$ cat src/rtl/socm_pkg.sv
// Shared types and constants for the shard offset chunk mapper.
`timescale 1ns / 1ps

package socm_pkg;

	localparam int CFG_IDX_W = 8;
	localparam int CFG_DATA_W = 32;

	localparam logic [CFG_IDX_W-1:0] REG_SHARD_COUNT = 8'd0;
	localparam logic [CFG_IDX_W-1:0] REG_PAYLOAD_CAP = 8'd1;

	localparam logic KIND_LOAD = 1'b0;
	localparam logic KIND_LOOKUP = 1'b1;

	localparam logic [1:0] ST_OK = 2'd0;
	localparam logic [1:0] ST_RANGE = 2'd1;
	localparam logic [1:0] ST_NOSHARD = 2'd2;
	localparam logic [1:0] ST_BADCAP = 2'd3;

	localparam int DIV_STEPS = 64;
	localparam int DIV_CNT_W = 6;

	typedef struct packed {
		logic        kind;
		logic [12:0] entry_index;
		logic [63:0] entry_offset;
		logic [63:0] position;
		logic [63:0] request_length;
	} request_t;

	typedef struct packed {
		logic [1:0]  status;
		logic [11:0] shard_index;
		logic [63:0] local_offset;
		logic [63:0] block_index;
		logic [31:0] offset_in_block;
		logic [31:0] chunk_length;
	} result_t;

endpackage

$ cat src/rtl/socm_div.sv
// Restoring divider: 64-bit dividend by 32-bit divisor, one quotient bit per cycle.
`timescale 1ns / 1ps

module socm_div (
	input  logic        clk,
	input  logic        arst_n,
	input  logic        start,
	input  logic [63:0] dividend,
	input  logic [31:0] divisor,
	output logic        done,
	output logic [63:0] quotient,
	output logic [31:0] remainder
);

	logic                              run_q;
	logic                              done_q;
	logic [socm_pkg::DIV_CNT_W-1:0]    cnt_q;
	logic [63:0]                       quo_q;
	logic [31:0]                       rem_q;
	logic [32:0]                       shifted;
	logic [32:0]                       diff;
	logic                              ge;

	assign shifted = {rem_q, quo_q[63]};
	assign diff = shifted - {1'b0, divisor};
	assign ge = shifted >= {1'b0, divisor};

	always_ff @(posedge clk or negedge arst_n) begin
		if (!arst_n) begin
			run_q <= 1'b0;
			done_q <= 1'b0;
			cnt_q <= '0;
		end else begin
			done_q <= 1'b0;
			if (start) begin
				run_q <= 1'b1;
				cnt_q <= '0;
			end else if (run_q) begin
				cnt_q <= cnt_q + 1'b1;
				if (cnt_q == socm_pkg::DIV_CNT_W'(socm_pkg::DIV_STEPS - 1)) begin
					run_q <= 1'b0;
					done_q <= 1'b1;
				end
			end
		end
	end

	always_ff @(posedge clk) begin
		if (start) begin
			quo_q <= dividend;
			rem_q <= '0;
		end else if (run_q) begin
			quo_q <= {quo_q[62:0], ge};
			// The partial remainder stays below the divisor, so 32 bits hold it.
			rem_q <= ge ? diff[31:0] : shifted[31:0];
		end
	end

	assign done = done_q;
	assign quotient = quo_q;
	assign remainder = rem_q;

endmodule

$ cat config.mk
export PLATFORM = sky130hd
export DESIGN_NAME = socm_div
export DESIGN_NICKNAME = d
export VERILOG_FILES = /design/src/rtl/socm_pkg.sv /design/src/rtl/socm_div.sv
export SDC_FILE = /design/constraint.sdc
export NUM_CORES = 1
export LEC_CHECK = 0
export BUFFER_PORTS_ARGS = -buffer_cell sky130_fd_sc_hd__buf_2
export CORE_MARGIN = 5
export CORE_UTILIZATION = 25
export CTS_BUF_LIST = sky130_fd_sc_hd__clkbuf_16
export CTS_CLUSTER_DIAMETER = 80
export DETAILED_ROUTE_END_ITERATION = 10
export GPL_ROUTABILITY_DRIVEN = 0
export HOLD_SLACK_MARGIN = 0.08
export PLACE_DENSITY = 0.48
export SYNTH_ARGS = -nofsm -noshare
export SYNTH_HDL_FRONTEND = slang
export SYNTH_SLANG_ARGS = --single-unit
$ cat constraint.sdc
create_clock -name clk -period 2.6 [get_ports clk]
set_input_delay 0.39 -clock clk [delete_from_list [all_inputs] [get_ports clk]]
set_output_delay 0.39 -clock clk [all_outputs]
set_load 0.02 [all_outputs]
======== After elaboration in Yosys (flattened, before gate mapping) ========
Index checks and enable logic that the tools add are counted.
word-level totals
  memory bits (read-only) ................. 0
  output and inout bits ................... 97
  memory bits (writable) .................. 0
  memories ................................ 0
  word-level logic and storage cells ...... 21
  bits in registers ....................... 104
  bits of input ports ..................... 99
  bits in latches ......................... 0
cells by class
  multipliers ............................. 0
  reduce and logical (&&, ||, !) cells .... 1
  mux-type cells .......................... 11
  bitwise operators ....................... 0
  magnitude comparators ................... 1
  divide/modulo/power cells ............... 0
  shift operators ......................... 0
  add/subtract/negate cells ............... 2
  equality and inequality tests ........... 1
operator list
  operator                                      number
  two-way mux 64 bit                            2
  greater-or-equal comparator 33 x 32 -> 1 bit  1
  two-way mux 32 bit                            1
  subtractor 32 bit                             1
  two-way mux 6 bit                             2
  adder 6 x 1 -> 6 bit, second input constant   1
  equality test 6 bit, second input constant    1
  two-way mux 1 bit                             6
  nonzero test 2 bit                            1

======== Depth between registers and ports, before layout ========
  word-level depth ........................ 4
  mapped depth ............................ 13
  depth with buffers taken out ............ 12

======== Worst setup path after synthesis ========
OpenSTA, ideal clock, no wires.
  path type ............................... register to register
  start point ............................. reg quo_q[63], in the netlist quotient[63]
  end point ............................... reg rem_q[30], in the netlist remainder[30]
  setup time .............................. 0.095 ns
  arrival time ............................ 2.800 ns
  data required time ...................... 2.505 ns
  path buffers ............................ 0
  cell stages (with the launch flop) ...... 13
  path slack .............................. -0.296 ns
  clock period less this slack ............ 2.896 ns
  cell sequence ........................... edfxtp_1 inv_1 ha_1 fa_1 nor2b_2 o21bai_4 a211oi_4 o21ai_2 a31o_1 a311o_1 o21a_1 mux2_1 o311ai_1
between the ends
  word-level cells in the longest chain between the ends .. 2
  elaborated cells on any way between the ends .. 3
  those cells by class .................... add/sub: 1; order compare: 1; mux: 1
RTL lines
  what                                                                               line                            RTL
  start, declared                                                                    socm_div.sv:18                  logic [63:0] quo_q;
  start signal, assigned                                                             socm_div.sv:50                  quo_q <= dividend;
  start signal, assigned                                                             socm_div.sv:53                  quo_q <= {quo_q[62:0], ge};
  subtractor 32 bit or greater-or-equal comparator 33 x 32 -> 1 bit (tied branches)  socm_div.sv:25, socm_div.sv:26
  two-way mux 32 bit *                                                               socm_div.sv:55                  rem_q <= ge ? diff[31:0] : shifted[31:0];
  end signal, assigned                                                               socm_div.sv:55
  end, declared                                                                      socm_div.sv:19                  logic [31:0] rem_q;
Every way passes the cells marked *; elsewhere a longest branch is shown, timed or not.
A chain may end at the register's enable or synchronous reset.

======== Final worst setup path ========
Same ends and word-level chain as after synthesis.

==> impl_metrics.toml <==
[clock_tree]
cts_buffers = 9
clock_path_buffers = 2
ctsRootBufferMaster = "clkbuf_16"
clk_latency_ns = 0.36
clock-sinks = 104
path_clk_slew_ns = 0.09
cts_tree = "yes"
htree_levels = 3

[critical_path]
cp-end-kind = "flip-flop"
start_kind = "flip-flop"
cp_max_fo = 3
criticalPathCategory = "reg -> reg"
critical_path.startpoint = "quotient[63]$_DFFE_PP_"
cp.arrival_ns = 2.99
reg2reg_from = "quotient[63]$_DFFE_PP_"
required_ns = 2.87

[timing]
hold_viol = 0
setup_tns_ns = -0.2035
slew_headroom_pct = 63.03
tightestPinTransition_ns = 0.5546
period_share_pct = 104.6
max_freq_mhz = 367.6
postLayoutSetupSlackWorst_ns = -0.1207
finClkSkew_ns = 0.01452
setup_viol = 3
rsz0062_at_grt = "yes"
slew_violations = 0
period_minus_slack_ns = 2.721

[power]
peakVddDrop_mv = 0.3659
power_density_mw_per_mm2 = 972.2
power.leakage_nw = 4.246

[drt]
detail-route-antenna-nets = 0
vias = 5607
routed_via_density = 4.507
routedWlPerCell_microns = 16.51
drt_iter0_drc = 214
first_pass_iters = 4
drc = 0
wirelength_microns = 20540

[logic_synthesis]
synthCells = 597
synth_edf_count = 64
synth_seq_cells = 104
synth.distinct_cells = 72
synth_fp_nets = 730
async_flop_share_pct = 7.692
avgSynthCellArea_sq_um = 10.67
ys_seq_area_share_pct = 43.38
synthFlopType = "edfxtp_1"
yosys_warnings = 0
netlist_area_sq_mm = 0.006369

[die]
rows = 58
core_region_area_sq_mm = 0.02511
dieArea_sq_mm = 0.02877
io_pins = 196
dieHeight_microns = 169.6
initial_utilization_pct = 25.36
die_w_microns = 169.6

[global_route]
antenna_found_initial = 3
grt_use_total_pct = 13.58
overflow = 0
grt_pass1_wl_microns = 30860
grt_max_degree = 71
first_global_vias = 5761

[run]
timing.max_cap.violations = 0

[finish]
layout_commonest_cell = "buf_2"
diodes = 0
nets = 1042
final_cells = 1244
syn2layout_area_growth_pct = 46.19
layout-drive-gt1-share_pct = 52.84
final_cell_mix = "buf_2 (194), buf_4 (124), mux2_2 (64), edfxtp_1 (64), nor2_1 (46)"

[min_path]
hp-class = "in -> reg"
min_from = "dividend[46]"

[placed_design]
dpl.cell_count = 1217
io_buffer_count = 195
hpwlAfterDp_microns = 15440

[status]
status = "finished, violations left"
violations = "setup timing"
kinds of logic after synthesis:
family / count (synthesis) / synth area share (%)
muxes: 92 / 15.83
DFF: 104 / 43.38
adders and majority gates: 34 / 6.798
and+or+nand+nor: 140 / 10.24
buffers and inverters: 66 / 4.813
AOI/OAI and AO/OA: 130 / 14.68
xor gates and xnor gates: 31 / 4.263
Yosys cell counts (4+ instances only):
master	number	area [sq um]
nor3_1	9	45.04
a21oi_1	35	175.2
ha_1	33	412.9
mux2i_1	25	250.2
nand3_1	4	20.02
o21ai_0	9	45.04
nand2_1	46	172.7
dfxtp_1	32	640.6
inv_1	38	142.6
buf_2	4	20.02
a211oi_1	19	142.6
o21ai_1	15	75.07
nand4_1	8	50.05
clkbuf_1	12	45.04
edfxtp_1	64	1922
dfrtp_1	8	200.2
xor2_1	15	131.4
a21o_1	13	97.59
nor2_1	47	176.4
o21a_1	6	45.04
xnor2_1	16	140.1
buf_1	4	15.01
mux2_2	65	732.0
path summary, 6_finish.rpt:
path,endpoint,slack (ns),cells past startpoint
setup / recovery,remainder[30]$_SDFFE_PP0P_,-0.12,12
hold / removal,quotient[46]$_DFFE_PP_,0.32,2
setup reg to reg,remainder[30]$_SDFFE_PP0P_,-0.12,12
hold reg to reg,remainder[25]$_SDFFE_PP0P_,0.48,2
max in group asynchronous,cnt_q[4]$_DFFE_PN0P_,2.00,2
min in group asynchronous,run_q$_DFF_PN0_,0.42,2
sequential cells by signal (all words and copies together) (netlist names):
name       count
cnt_q          6
done           1
quotient      64
remainder     32
run_q          1
worst max-delay path: stages (launching register included):
cell,delay (ns)
edfxtp_1,0.37
inv_2,0.06
ha_4,0.16
fa_2,0.36
nor2b_4,0.16
o21bai_4,0.08
a211oi_4,0.27
o21ai_2,0.10
a31o_1,0.22
a311o_1,0.29
o21a_1,0.21
mux2_4,0.30
o311ai_2,0.06
metrics by stage:
stage	area, sq um	setup slack [ns]	total power (W)	hold WS [ns]	utilization [%]
6_report	9310	-0.1207	0.009052	0.3175	37.08
5_1_grt	9310	-0.2286	0.009670	0.3038	37.08
4_1_cts	8980	-0.1701	0.008670	0.3064	35.76
3_5_place_dp	8591	-0.3524	0.007132	0.2466	34.21
3_3_place_gp	8591	-0.3125	0.007143	0.2535	34.21
2_1_floorplan	6392	-0.1855	0.005194	0.09441	-
layer usage:
metal  up-vias  wire, microns  GRT usage (%)
met4         6            193          2.590
met1      2589           8728          16.82
met5         -             26              0
li1       2802              -              -
met2       191           9400          21.63
met3        19           2188          6.709
timing repair:
action | in CTS | in global routing
pin swaps | 8 | 36
gates resized for setup | 8 | 52
endpoints found under the hold margin | 8 | 0
endpoints found under the setup margin | 22 | 33
setup buffers | 6 | 2
cloned | 0 | 2
hold buffers | 1 | 0
power by group:
part | switching [W] | leakage (nW) | internal, W
Sequential | 0.000227 | 1.04 | 0.00210
Clock | 0.000748 | 0.145 | 0.000681
Combinational | 0.00261 | 3.06 | 0.00268
cell type report:
type	instances	area, sq um
Fill cell	2636	15800
Clock inverter	7	68.82
Tap cell	330	412.9
Multi-Input combinational cell	427	3603
Sequential cell	104	2766
Inverter	38	146.4
Timing Repair Buffer	329	2087
Clock buffer	9	225.2
(Power assumes the default switching activity.)
